File: src/design/cdt_pkg.sv
`default_nettype none

package cdt_pkg;

    // Field widths
    localparam int unsigned MS_W   = 31;
    localparam int unsigned TICK_W = 22;

    // Default game ticks per second
    localparam int unsigned TICK_RATE_DEF = 30;

    // Largest millisecond count
    localparam logic [MS_W-1:0] MS_MAX = '1;

    // Request kinds
    typedef enum logic [1:0]
    {
        ACT_SET     = 2'd0,
        ACT_STOP    = 2'd1,
        ACT_RESTART = 2'd2,
        ACT_UPDATE  = 2'd3
    } action_t;

    // Request as it arrives
    typedef struct packed
    {
        action_t             action;
        logic [MS_W-1:0]     load_ms;
        logic                start_now;
        logic [TICK_W-1:0]   game_tick;
    } req_t;

    // Request with the tick count turned into milliseconds
    typedef struct packed
    {
        action_t             action;
        logic [MS_W-1:0]     load_ms;
        logic                start_now;
        logic [MS_W-1:0]     now_ms;
    } timed_t;

    // Timer state after one request
    typedef struct packed
    {
        logic [MS_W-1:0]     remaining_ms;
        logic                running;
    } status_t;

    // Full readout
    typedef struct packed
    {
        logic [MS_W-1:0]     remaining_ms;
        logic                running;
        logic [3:0]          ms_units_digit;
        logic [3:0]          hundredths_digit;
        logic [3:0]          tenths_digit;
        logic [3:0]          seconds_units_digit;
        logic [2:0]          seconds_tens_digit;
        logic [3:0]          minutes_units_digit;
        logic [2:0]          minutes_tens_digit;
        logic [3:0]          hours_units_digit;
        logic [3:0]          hours_tens_digit;
    } result_t;

endpackage

`default_nettype wire

File: src/design/cdt_state.sv
`default_nettype none

module cdt_state
(
    input  wire logic             clk,
    input  wire logic             rst_n,
    input  wire logic             in_valid,
    output logic                  in_ready,
    input  wire cdt_pkg::timed_t  in_timed,
    output logic                  out_valid,
    input  wire logic             out_ready,
    output cdt_pkg::status_t      out_status
);
    import cdt_pkg::*;

    logic [MS_W-1:0] count_reg;
    logic [MS_W-1:0] count_next;
    logic            run_reg;
    logic            run_next;
    logic [MS_W-1:0] last_reg;
    logic [MS_W-1:0] last_next;
    logic            out_valid_reg;
    logic [MS_W-1:0] elapsed;
    logic            take;

    assign in_ready  = !out_valid_reg || out_ready;
    assign take      = in_valid && in_ready;
    assign out_valid = out_valid_reg;
    assign elapsed   = in_timed.now_ms - last_reg;

    // The state registers double as the result register
    always_comb
    begin
        out_status.remaining_ms = count_reg;
        out_status.running      = run_reg;
    end

    // Apply one request to the timer
    always_comb
    begin
        count_next = count_reg;
        run_next   = run_reg;
        last_next  = last_reg;
        unique case (in_timed.action)
            ACT_SET:
            begin
                count_next = in_timed.load_ms;
                run_next   = in_timed.start_now;
            end
            ACT_STOP:
            begin
                run_next = 1'b0;
            end
            ACT_RESTART:
            begin
                run_next = 1'b1;
            end
            ACT_UPDATE:
            begin
                // While running, count down only when time moved forward; store the time anyway
                if (run_reg)
                begin
                    if (in_timed.now_ms >= last_reg)
                    begin
                        count_next = (elapsed >= count_reg) ? '0 : count_reg - elapsed;
                    end
                    last_next = in_timed.now_ms;
                end
            end
        endcase
    end

    // Commit state on each taken request
    always_ff @(posedge clk or negedge rst_n)
    begin
        if (!rst_n)
        begin
            count_reg     <= '0;
            run_reg       <= 1'b0;
            last_reg      <= '0;
            out_valid_reg <= 1'b0;
        end
        else
        begin
            if (in_ready)
            begin
                out_valid_reg <= in_valid;
            end
            if (take)
            begin
                count_reg <= count_next;
                run_reg   <= run_next;
                last_reg  <= last_next;
            end
        end
    end

    assert property (@(posedge clk) disable iff (!rst_n)
        (take && (in_timed.action == ACT_STOP)) |=> !run_reg)
        else $error("stop request left the timer running");

    assert property (@(posedge clk) disable iff (!rst_n)
        (take && (in_timed.action == ACT_UPDATE)) |=> (count_reg <= $past(count_reg)))
        else $error("update request raised the count");

    assert property (@(posedge clk) disable iff (!rst_n)
        (take && (in_timed.action == ACT_UPDATE) && !run_reg) |=> $stable(last_reg))
        else $error("update while stopped changed the stored time");

endmodule

`default_nettype wire

File: config.mk
export PLATFORM = sky130hd
export DESIGN_NAME = cdt_state
export DESIGN_NICKNAME = d
export VERILOG_FILES = /design/src/design/cdt_pkg.sv /design/src/design/cdt_state.sv
export SDC_FILE = /design/constraint.sdc
export NUM_CORES = 1
export LEC_CHECK = 0
export CAP_MARGIN = 20
export CORE_MARGIN = 4
export CORE_UTILIZATION = 58
export CTS_BUF_LIST = sky130_fd_sc_hd__clkbuf_4 sky130_fd_sc_hd__clkbuf_8
export CTS_CLUSTER_SIZE = 16
export DETAILED_ROUTE_END_ITERATION = 7
export DONT_BUFFER_PORTS = 1
export PLACE_DENSITY_LB_ADDON = 0.08
export SLEW_MARGIN = 10
export SYNTH_ARGS = -nofsm -noshare
export SYNTH_HDL_FRONTEND = slang
export SYNTH_SLANG_ARGS = --single-unit
File: constraint.sdc
create_clock -name clk -period 5.8 [get_ports clk]
set_input_delay 0.29 -clock clk [delete_from_list [all_inputs] [get_ports clk]]
set_output_delay 0.29 -clock clk [all_outputs]
set_load 0.02 [all_outputs]
==> impl_metrics.py <==
metrics = {
    "floorplan": {
        "start_util_pct": 59.8,
        "die_w_um": 112,
        "rows": 37,
        "die_y_um": 112,
        "dieArea_sq_um": 12500,
        "core_area_sq_um": 10400,
        "io_pins": 103,
    },
    "global_route": {
        "antenna_found_initial": 0,
        "grt_overflow_total": 0,
        "grt_usage_pct": 25.4,
        "grt_pass1_wl_um": 25400,
        "grt_pass1_vias": 4928,
        "grt_start_max_net_pins": 65,
    },
    "cells_and_area": {
        "layout-drive-gt1-share_pct": 14.4,
        "final_util_pct": 63.8,
        "final-seq-area_sq_um": 1600,
        "fill_cells": 863,
        "multi_input_area_sq_um": 4310,
        "fin_nets": 798,
        "diodes": 0,
        "area_delta_synth_final_pct": 6.65,
    },
    "route": {
        "routedWlPerCell_um": 19.2,
        "drcViolationCount": 0,
        "drt_pass1_iterations": 4,
        "routed_wl_um": 15400,
        "dr_total_vias": 4985,
        "viasPerCell": 6.21,
        "drt.antenna.violating_nets": 0,
        "drt_iter0_markers": 214,
    },
    "sta": {
        "hold-worst-slack_ns": 0.0324,
        "setup_viol": 0,
        "finalCritPeriodShare_pct": 87.1,
        "slew_headroom_pct": 34.0,
        "finalClockSkew_ns": 0.0103,
        "rsz0062_at_grt": "no",
        "worst_pin_slew_ns": 0.989,
        "max_freq_ghz": 0.198,
        "hold_violations": 0,
        "fin_crit_ns": 5.05,
        "totalNegativeSetupSlack_ns": 0,
        "setup_ws_ns": 0.747,
        "final-max-slew-violation-count": 0,
    },
    "clock_tree": {
        "clock_path_buffers": 2,
        "holdBufCountCts": 2,
        "htreeDepth": 3,
        "clk_pin_slew_ns": 0.08,
        "cts_resized": 0,
        "ctsRootBufferMaster": "clkbuf_8",
        "cts_made_buffers": 9,
        "cts.sinks": 64,
        "cts_tree": "done",
        "clkLatencyLatePin_ns": 0.37,
        "post-cts-setup-buffers": 0,
    },
    "placement": {
        "post-place-ws_ns": 0.770,
        "hpwlAfterDp_um": 12100,
        "port_buffers": 0,
        "gp_congestion": 0.865,
    },
    "run_status": {
        "status": "finished, final reports clean",
    },
    "yosys": {
        "synthCells": 662,
        "synthFlopType": "dfrtp_1",
        "yosysSeqAreaShare_pct": 25.7,
        "avgSynthCellArea_sq_um": 9.41,
        "synth_cell_type_count": 69,
        "synthesis.area_sq_um": 6230,
        "synth_top_area_share_pct": 25.7,
        "async_flop_share_pct": 100,
        "synth_fp_nets": 798,
        "yosys-top-cells-area": "dfrtp_1 (26%), ha_1 (13%), mux2_4 (7.0%), mux2_2 (5.4%), a21oi_1 (4.3%)",
        "synth-edff-count": 0,
        "ys_warn_count": 0,
        "ys_ff_latch": 64,
        "yosysTopAreaCell": "dfrtp_1",
    },
    "worst_setup_path": {
        "critical_path_arrival_ns": 5.31,
        "path_max_fanout": 7,
        "crit_required_ns": 6.06,
        "worstSetupEndpointType": "register",
        "startpoint_type": "register",
        "crit_type": "reg2reg",
    },
    "flow_run": {
        "cap_violations": 0,
    },
    "worst_hold_path": {
        "hold_class": "in2reg",
    },
}
cells in the mapped netlist, drive strengths merged, types with 10 or more instances:
library cell	count
a21oi	55
o2bb2ai	29
nand4	11
nand2	40
a21o	25
mux2	60
dfrtp	64
and3	12
ha	65
a31oi	12
xnor2	26
nor2	25
nand3	11
buf	10
o21ai	33
inv	52
nor2b	11
xor2	28
metrics by stage:
| stage | instances | instance area (sq um) |
|---|---|---|
| CTS | 803 | 6650 |
| global placement | 785 | 6320 |
| detailed placement | 785 | 6320 |
| global route | 803 | 6650 |
| finish | 803 | 6650 |
| floorplan | 662 | 6230 |
path summary, 6_finish.rpt:
path | start | endpoint | cells past startpoint | slack [ns]
worst max register to register | last_reg[5]$_DFFE_PN0P_ | count_reg[28]$_DFFE_PN0P_ | 21 | 0.75
worst min-delay path | in_valid | out_valid$_DFFE_PN0N_ | 1 | 0.03
worst max-delay path | last_reg[5]$_DFFE_PN0P_ | count_reg[28]$_DFFE_PN0P_ | 21 | 0.75
max in group asynchronous | rst_n | last_reg[13]$_DFFE_PN0P_ | 2 | 5.07
min in group asynchronous | rst_n | count_reg[27]$_DFFE_PN0P_ | 2 | 0.45
worst min register to register | last_reg[8]$_DFFE_PN0P_ | last_reg[8]$_DFFE_PN0P_ | 1 | 0.51
critical path: stages, from the launching register on:
cell	delay, ns
dfrtp_1	0.34
inv_1	0.04
ha_1	0.34
a21oi_1	0.16
o21ai_1	0.09
or3_1	0.31
o221a_2	0.24
o41a_1	0.38
a21o_1	0.22
a22o_1	0.19
o211ai_1	0.20
xor2_1	0.17
ha_1	0.32
and3_1	0.20
a221o_1	0.35
a221oi_1	0.21
a21bo_1	0.27
a211oi_2	0.29
o21ai_1	0.12
xnor2_1	0.15
o2bb2ai_1	0.07
mux2_4	0.26
area by class of cell:
type	count	area share, %
Clock buffer	9	1.86
Clock inverter	7	2.52
Inverter	52	2.94
Multi-Input combinational cell	528	64.9
Sequential cell	64	24.1
Tap cell	136	2.56
Timing Repair Buffer	7	1.13
per-layer routing:
metal | wire (um) | up-vias | global-route usage [%]
met5 | 0 | - | 0
met4 | 299 | 0 | 8.60
met3 | 995 | 22 | 5.43
met2 | 7040 | 151 | 40.4
met1 | 7080 | 2370 | 34.3
li1 | - | 2442 | -
cells by family (layout without fill, tap and decap cells):
kind of cell | count (synthesis) | in the layout | synth area share, %
compound gates | 205 | 205 | 23.5
xor+xnor | 54 | 54 | 7.59
fa+ha+maj | 67 | 67 | 13.7
buf+inv | 70 | 75 | 5.16
flops | 64 | 64 | 25.7
mux | 62 | 62 | 12.9
simple gates | 140 | 140 | 11.4
cell usage in the layout (no fill, tap or decap), types with 11 or more instances in the layout:
cell type,instances
nand3_1,11
dfrtp_1,64
o2bb2ai_1,28
xor2_1,28
nand2_1,40
nor2b_1,11
a21o_1,25
mux2_4,29
xnor2_1,26
nor2_1,25
inv_1,52
mux2_2,30
and3_1,12
ha_1,65
a21oi_1,53
o21ai_0,26
nand4_1,11
Power is not shown: default switching activity piles up to over one toggle a cycle in this logic, so the estimate is an artifact.
