==> src/design/cdt_pkg.sv <==
`default_nettype none

package cdt_pkg;

    // Field widths
    localparam int unsigned MS_W   = 31;
    localparam int unsigned TICK_W = 22;

    // Default game ticks per second
    localparam int unsigned TICK_RATE_DEF = 30;

    // Largest millisecond count
    localparam logic [MS_W-1:0] MS_MAX = '1;

    // Request kinds
    typedef enum logic [1:0]
    {
        ACT_SET     = 2'd0,
        ACT_STOP    = 2'd1,
        ACT_RESTART = 2'd2,
        ACT_UPDATE  = 2'd3
    } action_t;

    // Request as it arrives
    typedef struct packed
    {
        action_t             action;
        logic [MS_W-1:0]     load_ms;
        logic                start_now;
        logic [TICK_W-1:0]   game_tick;
    } req_t;

    // Request with the tick count turned into milliseconds
    typedef struct packed
    {
        action_t             action;
        logic [MS_W-1:0]     load_ms;
        logic                start_now;
        logic [MS_W-1:0]     now_ms;
    } timed_t;

    // Timer state after one request
    typedef struct packed
    {
        logic [MS_W-1:0]     remaining_ms;
        logic                running;
    } status_t;

    // Full readout
    typedef struct packed
    {
        logic [MS_W-1:0]     remaining_ms;
        logic                running;
        logic [3:0]          ms_units_digit;
        logic [3:0]          hundredths_digit;
        logic [3:0]          tenths_digit;
        logic [3:0]          seconds_units_digit;
        logic [2:0]          seconds_tens_digit;
        logic [3:0]          minutes_units_digit;
        logic [2:0]          minutes_tens_digit;
        logic [3:0]          hours_units_digit;
        logic [3:0]          hours_tens_digit;
    } result_t;

endpackage

`default_nettype wire

==> src/design/cdt_conv.sv <==
`default_nettype none

module cdt_conv
#(
    parameter int unsigned TICK_RATE = cdt_pkg::TICK_RATE_DEF
)
(
    input  wire logic            clk,
    input  wire logic            rst_n,
    input  wire logic            in_valid,
    output logic                 in_ready,
    input  wire cdt_pkg::req_t   in_req,
    output logic                 out_valid,
    input  wire logic            out_ready,
    output cdt_pkg::timed_t      out_timed
);
    import cdt_pkg::*;

    // ticks * 1000 / TICK_RATE as a multiply by a rounded-up reciprocal;
    // the shift leaves enough guard bits for every 22-bit tick count
    localparam int unsigned RATE_LOG = $clog2(TICK_RATE);
    localparam int unsigned SHIFT    = TICK_W + RATE_LOG;
    localparam int unsigned PROD_W   = SHIFT + 32;
    localparam logic [63:0] RECIP    =
        (((64'd1 << SHIFT) * 64'd1000) + 64'(TICK_RATE) - 64'd1) / 64'(TICK_RATE);

    logic           in_valid_reg;
    logic           out_valid_reg;
    req_t           req_reg;
    timed_t         timed_reg;
    timed_t         timed_next;
    logic           out_stage_ready;
    logic [PROD_W-1:0] prod;
    logic [31:0]    quot;

    // Stage handshake
    assign out_stage_ready = !out_valid_reg || out_ready;
    assign in_ready        = !in_valid_reg || out_stage_ready;
    assign out_valid       = out_valid_reg;
    assign out_timed       = timed_reg;

    // Convert ticks to milliseconds, saturate at the 31-bit limit
    always_comb
    begin
        prod                  = PROD_W'(req_reg.game_tick) * RECIP[PROD_W-1:0];
        quot                  = prod[SHIFT +: 32];
        timed_next.action     = req_reg.action;
        timed_next.load_ms    = req_reg.load_ms;
        timed_next.start_now  = req_reg.start_now;
        timed_next.now_ms     = quot[31] ? MS_MAX : quot[MS_W-1:0];
    end

    // Advance valid flags
    always_ff @(posedge clk or negedge rst_n)
    begin
        if (!rst_n)
        begin
            in_valid_reg  <= 1'b0;
            out_valid_reg <= 1'b0;
        end
        else
        begin
            if (in_ready)
            begin
                in_valid_reg <= in_valid;
            end
            if (out_stage_ready)
            begin
                out_valid_reg <= in_valid_reg;
            end
        end
    end

    // Advance payload
    always_ff @(posedge clk)
    begin
        if (in_ready)
        begin
            req_reg <= in_req;
        end
        if (out_stage_ready)
        begin
            timed_reg <= timed_next;
        end
    end

endmodule

`default_nettype wire

==> config.mk <==
export PLATFORM = sky130hd
export DESIGN_NAME = cdt_conv
export DESIGN_NICKNAME = d
export VERILOG_FILES = /design/src/design/cdt_pkg.sv /design/src/design/cdt_conv.sv
export SDC_FILE = /design/constraint.sdc
export NUM_CORES = 1
export LEC_CHECK = 0
export ABC_AREA = 1
export BUFFER_PORTS_ARGS = -buffer_cell sky130_fd_sc_hd__clkbuf_2
export CORE_ASPECT_RATIO = 1.2
export CORE_MARGIN = 1.5
export CORE_UTILIZATION = 51
export CTS_CLUSTER_SIZE = 25
export DETAILED_ROUTE_END_ITERATION = 16
export PLACE_DENSITY = 0.7
export SLEW_MARGIN = 20
export SYNTH_ARGS = -nofsm -noshare
export SYNTH_HDL_FRONTEND = slang
export SYNTH_SLANG_ARGS = --single-unit
export TNS_END_PERCENT = 20
==> constraint.sdc <==
create_clock -name clk -period 18 [get_ports clk]
set_clock_uncertainty 0.05 [all_clocks]
set_input_delay 1.8 -clock clk [delete_from_list [all_inputs] [get_ports clk]]
set_output_delay 1.8 -clock clk [all_outputs]
set_load 0.005 [all_outputs]
==> flow_results.org, run 1 <==
** Clocking
- Root buffer cell :: clkbuf_16
- Hold repair after CTS inserted 0 buffers.
- Total of cells resized after clock tree synthesis :: 0
- Number of sinks on the clock net :: 120
- The number of setup buffers added after CTS is 0.
- Number of buffers created by CTS :: 17
- Clock latency on the worst-skew pair, taken at its later pin, is ~0.45 ns.
- Deepest level of the CTS H-tree :: 4
- After clock tree synthesis, the clock-pin slew on the worst setup and hold paths is approximately 0.070 ns.
- The clock passes through at most 2 buffers.
- CTS tree :: done

** Placed design
- Number of placed instances, taps included :: 2030
- In this run the tool buffered the top-level ports with 123 buffer cells.
- Detailed placement finished with a half-perimeter wire length of 31.60 mm.
- Setup Slack @ Placement :: 11.59 ns
- At the end of routability-driven placement, the weighted congestion stood at ~0.96.
- Post-place instance area :: 0.01484 mm2

** STA
- Setup repair after global routing left no endpoint under its margin.
- Crit share post-route :: 0.3599
- Final setup violation count :: 0
- Minimum period implied by the final worst setup slack :: 6.477 ns
- For the pin with the worst max-slew slack, the measured transition is 0.9095 ns.
- Number of hold-slack violations in the final timing report :: 0
- In the final timing run, aggregate negative setup slack is 0 ns.
- The max-slew violation total from the final report came to 0.
- Final worst-path setup slack :: between 10 and 15 ns
- Slew headroom :: 0.3937
- Derived from the worst setup path, the maximum achievable clock frequency is 154.4 MHz.

** Logic synthesis
- Yosys printed 0 warnings.
- Library cell with the largest summed area after synthesis :: edfxtp_1
- In this run the cell area of the synthesized design comes to 0.01380 mm2.
- Average size of a mapped cell :: 8.780 um2
- Top cells by area in the synthesized netlist :: edfxtp_1 26%, fa_1 22%, ha_1 19%
- Synthesis inferred 120 register bits.
- Share of the synthesized area in the top cell type :: 0.2567
- Synthesis handed over a netlist of 1572 instances.
- The share of the Yosys chip area taken by registers is 0.2604.
- Unique masters post-synth :: 33

** Critical path
- At the worst endpoint, the required time is 18.14 ns.
- Reg-to-reg startpoint :: req_reg[9]
- In this run the worst setup path begins at req_reg[9].
- Logic depth of the worst register-to-register path :: 20
- Worst reg2reg endpoint :: out_timed[16]
- In this run the worst setup path terminates at out_timed[16].
- Category of the critical setup timing path :: reg2reg
- Highest fanout seen on the critical path :: 4
- Data arrival, critical path :: between 6 and 7 ns
- Worst setup slack for register-to-register paths :: ~12 ns
- The worst setup path is launched from a register.
- STA classifies the critical path endpoint as a register.

** GRT
- Pin count of the biggest net entering global routing :: 59
- The number of global-route vias before repair was 10976.
- The first global-routing pass estimated 58.28 mm of wire.
- Global routing finished with a remaining overflow of 0.
- Initial antenna violation count :: 0
- In the global route stage, overall resource usage came out at 0.2808.

** Final layout
- At the end of the flow, the number of nets in the layout was 2132.
- The register with the most flip-flops in the layout has 62 of them.
- The number of antenna diodes in the final layout is 0.
- Design area :: 0.01544 mm2
- Growth of design area from synthesis to finish :: 11.85%
- Commonest cells after routing, fill and taps aside :: 413 x inv_1, 410 x nand2_1, 205 x ha_1
- For this run, the number of standard cells in the final layout without fillers is 2062.
- Of the cells placed in the final design, the portion with a size suffix greater than 1 is 0.1222.
- Leaving out fill and tap cells, the most frequent cell in the layout is inv_1.

** Outcome
- Violations in the final reports :: design-rule violations
- The flow ran to the end, but the final reports show violations.

** Detailed routing
- Using the TritonRoute via totals, the vias-per-cell ratio works out to 4.982.
- The count of nets left with antenna violations once routing finished came out at 0.
- Detailed routing inserted a total of just over 10000 vias.
- DRC errors left :: 2
- Total iterations of the first detailed-routing run :: 11
- After detailed routing, the average wire length per cell comes to 17.70 um.
- Starting DRT DRC Count :: ~520
- Overall routed net length :: 36.49 mm

** Worst hold path
- The tightest min-delay check is of the reg2reg type.

** Floorplanning
- For this configuration, the core starts out at a cell density of 0.5222.
- The die is 183.2 um tall.
- Io pins :: roughly 130
- The die covers 0.02806 mm2.
- The initialized floorplan defines 65 standard-cell rows.
- The die is 153.2 um wide.
- The region available for standard cell placement spans 0.02643 mm2.

** Run
- Across the run, the number of max-cap violations was 0.
==> critical path, cell delays in order (launching register included) <==
cell	delay, ns
edfxtp_1	0.49
ha_1	0.39
fa_1	0.62
inv_1	0.12
fa_1	0.64
inv_1	0.12
fa_1	0.75
fa_1	0.55
fa_1	0.54
fa_1	0.43
ha_1	0.34
nand2_2	0.14
inv_1	0.05
a21oi_1	0.27
nand2_1	0.13
a21oi_1	0.12
nand2_1	0.11
nand2_1	0.17
nand2_1	0.07
nand2_1	0.06
nand2_1	0.07
==> worst min-delay path by stage <==
stage	from	endpoint	slack, ns	depth (start not counted)
global route	req_reg[31]	out_timed[40]	0.37	0
global placement	req_reg[33]	out_timed[42]	0.35	0
CTS	req_reg[31]	out_timed[40]	0.36	0
floorplan	req_reg[22]	out_timed[31]	0.35	0
detailed placement	req_reg[22]	out_timed[31]	0.35	0
finish	req_reg[31]	out_timed[40]	0.37	0
==> metrics by stage <==
stage	hold slack, ns	utilization
finish	0.3659	0.5840
global route	0.3724	0.5840
CTS	0.3638	0.5840
detailed placement	0.3545	0.5616
global placement	0.3504	0.5616
floorplan	0.3503	-
==> Yosys cell counts <==
| master | count |
|---|---|
| nor2_2 | 13 |
| a21boi_0 | 1 |
| nor2_4 | 11 |
| nor2_1 | 73 |
| and3_1 | 2 |
| conb_1 | 1 |
| xor2_1 | 6 |
| nand4_1 | 16 |
| o21ai_0 | 6 |
| nand3b_1 | 1 |
| nor4_1 | 1 |
| o21bai_1 | 7 |
| and2_0 | 1 |
| and2_1 | 2 |
| nor3_1 | 6 |
| nor3_2 | 5 |
| inv_2 | 8 |
| nor3b_1 | 1 |
| a21oi_1 | 37 |
| xnor2_1 | 3 |
| o21ai_1 | 1 |
| a21o_1 | 3 |
| nand2_2 | 16 |
| dfrtp_1 | 2 |
| buf_4 | 3 |
| fa_1 | 153 |
| o21a_1 | 1 |
| inv_1 | 413 |
| nand2_1 | 411 |
| nand3_2 | 1 |
| edfxtp_1 | 118 |
| nand3_1 | 44 |
| ha_1 | 205 |
==> layer usage <==
| metal | vias up | track usage | share of wire |
|---|---|---|---|
| li1 | 5087 | - | - |
| met1 | 4852 | 0.3482 | 0.42 |
| met2 | 257 | 0.4780 | 0.49 |
| met3 | 77 | 0.04797 | 0.045 |
| met4 | 0 | 0.1337 | 0.048 |
| met5 | - | 0 | 0 |
==> cell families (layout without fill, tap and decap cells) <==
| logic type | after synthesis | count (layout) | synth area share |
|---|---|---|---|
| buffers and inverters | 424 | 577 | 0.1161 |
| AND/OR/NAND/NOR | 604 | 604 | 0.1873 |
| other | 1 | 3 | 0.0002717 |
| adder cells (fa/ha/maj) | 358 | 358 | 0.4078 |
| XOR/XNOR | 9 | 9 | 0.005711 |
| AO/OA/AOI/OAI | 56 | 56 | 0.02248 |
| flip-flops | 120 | 120 | 0.2604 |
==> area by class of cell <==
class / instances / area (um2)
inverters: 421 / 1580
clock buffers: 18 / 429.2
clock inverters: 14 / 163.9
flip-flops and latches: 120 / 3593
multi-input cells: 1030 / 8628
well taps: 335 / 419.2
repair buffers: 124 / 623.1
fillers: 2379 / 10990
Power of run 1 is left out: the tool's default activity adds up to more than one toggle a clock period on the data nets, which glitch-free logic cannot reach.
==> run 2, diff against run 1 <==
- clock period: 18 -> 6.2 ns (I/O delays scaled with it)
==> run 2 against run 1 <==
The run still ends with design-rule violations left; clock-buffer cell count shrank 1; hold slack worse by 0.065 ns; non-clock buffer count increased by 47; critical path depth increased by 2; cell area is 2.6% higher; wire length is 0.12% higher; via count rose by 2.5%; setup slack lost 11 ns; fmax increased by 7.8%; global-route usage decreased by 0.17 points; largest cell class unchanged.
==> flow_results.org, run 2 (synthesized netlist as in run 1, its figures left out) <==
** GRT
- The first-pass GRT wire length is 58.20 mm (-0.14%).
- Number of global-route vias before repair :: 11115 (+1.3%)
- Pin count of the biggest net entering global routing :: 59 (unchanged)
- Initial antenna violation count :: 0 (unchanged)
- The combined global-route utilization of all metal layers is 0.2791 (-0.001676).
- Sum of overflow across all layers after global routing :: 0 (unchanged)
- Grt met1 use :: 0.3377 (-0.01056)
- In this run the most used layer during global routing was met2.
- Met2 track demand over resource in global routing :: 0.4925 (+0.01455)
- The global routing usage on met3 came to 0.03852 (-0.009452).

** Clocking
- The total clock buffers created by CTS is 17 (unchanged).
- TritonCTS built the clock tree.
- The clock input transition at the sequential cells of the worst setup and hold paths was 0.07 ns (about the same).
- Root buffer cell :: clkbuf_16
- The clock latency of the later-clocked register in the worst-skew pair is 0.44 ns (about the same).
- The maximum count of clock buffers along a single path was 2 (unchanged).
- Deepest level of the CTS H-tree :: 4 (unchanged)
- Number of sinks on the clock net :: 120 (unchanged)

** Detailed routing
- The number of design rule violations left after detail routing came to 2 (unchanged).
- Overall routed net length :: 36.54 mm (+0.12%)
- Total iterations of the first detailed-routing run :: 11 (unchanged)
- The routed wire length per instance is 17.32 um (-2.1%).
- Starting DRT DRC Count :: 705 (+36%)
- DR vias/cell :: 4.991 (+0.18%)
- The detailed-route via count was 10526 (+2.5%).
- The post-detailed-route count of antenna-violating nets is 0 (unchanged).

** Final layout
- Number of flip-flops under the largest register name :: 62 (unchanged)
- Final nets :: 2179 (+2.2%)
- The library cell used most frequently in the layout, excluding fill and tap cells, is inv_1.
- Commonest cells after routing, fill and taps aside :: 411 x inv_1, 407 x nand2_1, 203 x ha_1
- The combined flip-flop and latch cell area is 0.003593 mm2 (unchanged).
- The area growth from synthesis to layout is 14.79%.
- The area used by multi-input combinational logic is 0.008681 mm2 (+0.61%).
- Number of filler cells placed in the layout :: 2315 (-2.7%)
- Diode insertion count for antenna repair :: 0 (unchanged)
- Fraction of layout cells with a size suffix above 1 :: 0.1528 (+0.03058)

** Critical path
- Crit start category :: register
- Required time reported for the critical path endpoint :: 6.33 ns (-11.81 ns)
- The worst setup path is of the reg2reg kind.
- The worst setup path is captured at a register.
- The top fanout value on the critical path came to 3 (-1).
- The data arrival time of the critical path came to 6.14 ns (-0.47 ns).

** STA
- The worst slew margin relative to its limit came to 0.3704 (-0.02324).
- Minimum period implied by the final worst setup slack :: 6.008 ns (-0.4690 ns)
- Setup repair after global routing left no endpoint under its margin.
- Final total negative setup slack :: 0 ns (unchanged)
- Crit share post-route :: 0.9691 (+0.6092)
- Highest attainable clock frequency :: 166.4 MHz (+7.8%)
- Number of hold-slack violations in the final timing report :: 0 (unchanged)
- Final setup violation count :: 0 (unchanged)
- The transition time of the tightest slew-check pin came to 0.9444 ns (+0.03486 ns).
- Final max-slew violation count :: 0 (unchanged)

** Outcome
- The flow ran to the end, but the final reports show violations.
- Violations in the final reports :: design-rule violations

** Run
- # Max-Cap Violations :: 0 (unchanged)

** Placed design
- The estimated wirelength of the detail-placed design is 31.63 mm (about the same).
- Weighted congestion reported at the end of routability-driven placement :: 0.9593 (-0.56%)
- Number of buffers added on ports :: 123 (unchanged)

** Floorplanning
- Starting density of the core :: 0.5222 (unchanged)
- Total die area :: 0.02806 mm2 (unchanged)
- The placeable core region was 0.02643 mm2 (unchanged).
- Die Span Y :: 183.2 um (unchanged)
- Chip width :: 153.2 um (unchanged)
- The count of pins on the block boundary is 127 (unchanged).
- The number of cell rows came to 65 (unchanged).

** Worst hold path
- HP Class :: in2reg
-- run 2: worst max-delay path: stages, from the launching register on --
cell and delay, ns:
edfxtp_1 0.48, ha_1 0.30, fa_1 0.52, inv_1 0.10
fa_2 0.63, inv_1 0.10, fa_1 0.51, inv_1 0.06
fa_1 0.50, fa_1 0.53, inv_1 0.06, fa_1 0.46
ha_1 0.33, nand2_1 0.13, buf_4 0.17, nor2_2 0.15
nand2_1 0.09, inv_1 0.12, nand2_1 0.07, nand2_1 0.08
nand2_1 0.13, nand4_1 0.12, nand2_1 0.08
-- run 2: worst paths after layout --
path                       cells past startpoint  slack [ns]             to        start
setup / recovery                              22        0.19  out_timed[17]  req_reg[12]
hold / removal                                 1        0.30     req_reg[4]    in_req[4]
setup reg to reg                              22        0.19  out_timed[17]  req_reg[12]
hold reg to reg                                0        0.37  out_timed[38]  req_reg[29]
max in group asynchronous                      2        5.52      out_valid        rst_n
min in group asynchronous                      2        0.48   in_valid_reg        rst_n
-- run 2: layout make-up --
type,instances,share of cell area
Multi-Input combinational cell,1030,0.5479
Sequential cell,120,0.2268
Inverter,421,0.09974
Timing Repair Buffer,171,0.06254
Clock buffer,17,0.02685
Tap cell,335,0.02646
Clock inverter,15,0.009713
-- run 2: what timing repair did --
item | CTS | global route
endpoints found under the hold margin | 2 | 0
setup endpoints to repair | 0 | 26
buffers inserted | 0 | 1
resized for setup | 0 | 17
hold buffers | 1 | 0
-- run 2: metrics by stage --
| stage | setup WS (ns) | instances | hold WS [ns] | cell area [um2] | utilization |
|---|---|---|---|---|---|
| detailed placement | 0.07605 | 2075 | 0.3545 | 15190 | 0.5749 |
| global placement | 0.1145 | 2075 | 0.3503 | 15190 | 0.5749 |
| CTS | 0.03137 | 2108 | 0.2880 | 15780 | 0.5972 |
| floorplan | 0.4664 | 1574 | 0.2744 | 13810 | - |
| finish | 0.1917 | 2109 | 0.3012 | 15840 | 0.5994 |
| global route | 0.01287 | 2109 | 0.2933 | 15840 | 0.5994 |
-- run 2: layer usage --
layer	part of all wire	wire, um	up-vias
li1	-	-	5182
met2	0.50	18330	279
met3	0.042	1540	77
met1	0.41	15030	4988
met5	0	0	-
met4	0.045	1638	0
Power of run 2 is left out for the same reason.
==> run 3, diff against run 2 <==
- ABC_AREA: 1 -> default
- HOLD_SLACK_MARGIN: default -> 0.02
- PLACE_DENSITY: 0.7 -> 0.71
==> run 3 against run 2 <==
The flow finishes with violations (negative setup slack); global-route usage is 2.0 points lower; hold slack better by 0.0048 ns; cell area is 3.9% lower; clock-buffer cell count stayed put; largest cell class unchanged.
==> flow_results.org, run 3 <==
** Placed design
- Post-DP HPWL :: 24.88 mm (-21%)
- Weighted congestion reported at the end of routability-driven placement :: 0.9692 (+1.0%)
- Number of buffers added on ports :: 123 (unchanged)

** Clocking
- Number of buffers created by CTS :: 17 (unchanged)
- Longest Clk Path Bufs :: 2 (unchanged)
- The H-tree level count came to 4 (unchanged).
- The clock latency of the later-clocked register in the worst-skew pair was 0.43 ns (about the same).
- Number of sinks on the clock net :: 120 (unchanged)
- Root buffer cell :: clkbuf_16
- Clk slew on worst S/H paths :: 0.07 ns (about the same)
- TritonCTS built the clock tree.

** STA
- The achievable frequency was 159.3 MHz (-4.3%).
- The hold violation total from the final report was 0 (unchanged).
- Slew at the pin closest to its max-slew limit :: 0.7925 ns (-0.1519 ns)
- Final setup violation count :: 5 (+5)
- The worst path setup slack after routing came to -0.07595 ns (-0.2677 ns).
- The total negative slack for setup checks was -0.1710 ns (-0.1710 ns).
- Minimum period implied by the final worst setup slack :: 6.276 ns (+0.2677 ns)
- Setup repair after global routing could not meet its margin everywhere.
- Slew headroom :: 0.4717 (+0.1013)
- Crit share post-route :: 1.012 (+0.04317)
- The max-slew violation total from the final report came to 0 (unchanged).

** Run
- # Max-Cap Violations :: 0 (unchanged)

** Critical path
- The register-to-register path setup slack came to -0.08 ns (-0.27 ns).
- Critical path endpoint category :: register
- Logic depth of the worst register-to-register path :: 22 (unchanged)
- Data arrival, critical path :: 6.38 ns (+0.24 ns)
- The top fanout value on the critical path was 6 (+3).
- Crit start category :: register
- The data required time of the worst path is 6.31 ns (-0.02 ns).
- In this run the critical register-to-register path is captured at out_timed[16].
- Worst setup path endpoint :: out_timed[16]
- Category of the critical setup timing path :: reg2reg
- The worst register-to-register path begins at req_reg[9].
- First element of the critical path :: req_reg[9]

** GRT
- Global route hottest layer :: met2
- Pin count of the biggest net entering global routing :: 39 (-34%)
- The first-pass GRT wire length came to 47.64 mm (-18%).
- The met2 usage is 0.4745 (-0.01807).
- Number of global-route vias before repair :: 9414 (-15%)
- Gr usage total :: 0.2589 (-0.02021)
- The global routing usage on met3 is 0.03023 (-0.008289).
- The met1 routing resource usage after global routing came to 0.3086 (-0.02907).
- The initial antenna violation count was 0 (unchanged).
- The total global routing overflow is 0 (unchanged).

** Logic synthesis
- Share of the synthesized area in the top cell type :: 0.2952 (+0.03852)
- Library cell with the largest summed area after synthesis :: edfxtp_1
- The mean post-synth cell area came to 11.79 um2 (+34%).
- Sequential cell area fraction in the yosys report :: 0.2994 (+0.03906)
- In the synthesized netlist the dominant register cell turns out to be edfxtp_1.
- By count the netlist is led by 211 x inv_1, 205 x ha_1, 153 x fa_1.
- Number of cells produced by synthesis :: 1018 (-35%)
- Most used standard cell by instance count after synthesis :: inv_1
- Number of enable flip-flop cells after synthesis :: 118 (unchanged)
- The share of synthesized flip-flops with an asynchronous set or reset came to 0.01667 (unchanged).
- After synthesis, the cell types taking the most area are edfxtp_1 30%, fa_1 26%, ha_1 21%.
- Unique masters post-synth :: 57 (+73%)
- The netlist area before placement came to 0.01200 mm2 (-13%).
- The Yosys warning count was 0 (unchanged).
- Synthesized flop and latch total :: 120 (unchanged)

** Floorplanning
- The number of cell rows was 61 (-6.2%).
- The count of pins on the block boundary was 127 (unchanged).
- Starting density of the core :: 0.5190 (-0.003214)
- The placeable core region is 0.02313 mm2 (-13%).
- The die width came to 143.0 um (-6.6%).
- Die Span Y :: 171.0 um (-6.6%)
- Total die area :: 0.02447 mm2 (-13%)

** Detailed routing
- Overall routed net length :: 30.12 mm (-18%)
- Average routed wire per standard cell :: 18.49 um (+6.7%)
- The detailed-route via count is 8579 (-18%).
- The number of violations reported at the end of detailed-routing iteration 0 was 437 (-38%).
- The number of search-and-repair iterations in the first detailed-routing pass was 5 (-6).
- Routed Antenna Nets :: 0 (unchanged)
- DRC errors left :: 0 (-2)
- DR vias/cell :: 5.266 (+5.5%)

** Worst hold path
- The min-delay analysis places its worst path in the category in2reg.

** Final layout
- Final nets :: 1719 (-21%)
- Fraction of layout cells with a size suffix above 1 :: 0.3113 (+0.1585)
- Leaving out fill and tap cells, the most frequent cell in the layout is inv_1.
- The flip-flop count of the largest register, all copies and words added was 62 (unchanged).
- In the layout the commonest cells are 205 x inv_1, 186 x ha_1, 142 x buf_4.
- Growth of design area from synthesis to finish :: 26.87%
- Diode insertion count for antenna repair :: 0 (unchanged)

** Outcome
- Violations in the final reports :: negative setup slack
- The run finished, with violations left.
run 3: changes by cell type after synthesis, moves of 13 or more:
cell     previous run  this run
inv_1             413       211
nor2_2             13         0
nor2_1             73        22
nand2_2            16         0
nand2_1           411        40
a21o_1              3        22
a21oi_1            37        59
nand3_1            44        11
o21ai_0             6        26
run 3: cells by family after synthesis:
kind of cell | Yosys count | share of synthesized area
xor gates and xnor gates | 29 | 0.02116
buffers and inverters | 222 | 0.07037
DFF | 120 | 0.2994
muxes | 1 | 0.0008341
other | 1 | 0.0003125
adders and majority gates | 358 | 0.4689
and+or+nand+nor | 128 | 0.05359
AOI/OAI and AO/OA | 159 | 0.08539
run 3: repair_timing:
action | in CTS | in global routing
endpoints found under the hold margin | 2 | 0
setup endpoints to repair | 21 | 26
setup buffers | 9 | 9
pin swaps | 31 | 32
hold buffers | 1 | 0
gates resized for setup | 43 | 70
run 3: critical path: stages (launching register included):
cell      delay (ns)
edfxtp_1        0.44
ha_4            0.27
fa_2            0.54
inv_2           0.05
fa_2            0.57
inv_2           0.06
buf_6           0.11
fa_2            0.45
buf_6           0.14
fa_1            0.50
inv_1           0.05
fa_1            0.49
inv_2           0.05
fa_2            0.58
ha_4            0.22
buf_4           0.15
nand4_1         0.20
nor4_4          0.06
a211oi_2        0.35
o21ai_2         0.13
a31o_4          0.28
buf_6           0.12
xor2_2          0.14
run 3: cell type report:
type | count | area, um2
flip-flops and latches | 120 | 3593
repair buffers | 273 | 1770
multi-input cells | 678 | 8088
fillers | 1796 | 7900
well taps | 315 | 394.1
inverters | 211 | 795.8
clock inverters | 15 | 158.9
clock buffers | 17 | 425.4
run 3: worst min path at each step:
stage	startpoint	endpoint	slack, ns	depth (start not counted)
after floorplan	rst_n	in_valid_reg	0.27	0
after global placement	req_reg[42]	out_timed[51]	0.35	0
after detailed placement	req_reg[24]	out_timed[33]	0.35	0
after CTS	in_req[10]	req_reg[10]	0.30	1
after global routing	in_req[8]	req_reg[8]	0.31	1
final	in_req[0]	req_reg[0]	0.31	1
run 3: through the flow:
step                hold WS, ns  instances  utilization  area, um2  setup slack (ns)
floorplan                0.2744       1020            -      12050           0.01411
CTS                      0.2969       1620       0.6415      14830          -0.07612
global placement         0.3504       1578       0.6050      13990           -0.1230
finish                   0.3061       1629       0.6584      15230          -0.07595
global route             0.3060       1629       0.6584      15230           -0.2474
detailed placement       0.3545       1578       0.6050      13990           -0.2842
run 3: metal layers:
metal | vias up | wire length [um] | share of wire
met2 | 218 | 16040 | 0.53
li1 | 4029 | - | -
met1 | 4261 | 11880 | 0.39
met5 | - | 0 | 0
met3 | 71 | 1037 | 0.034
met4 | 0 | 1158 | 0.038
Power of run 3 is left out for the same reason.
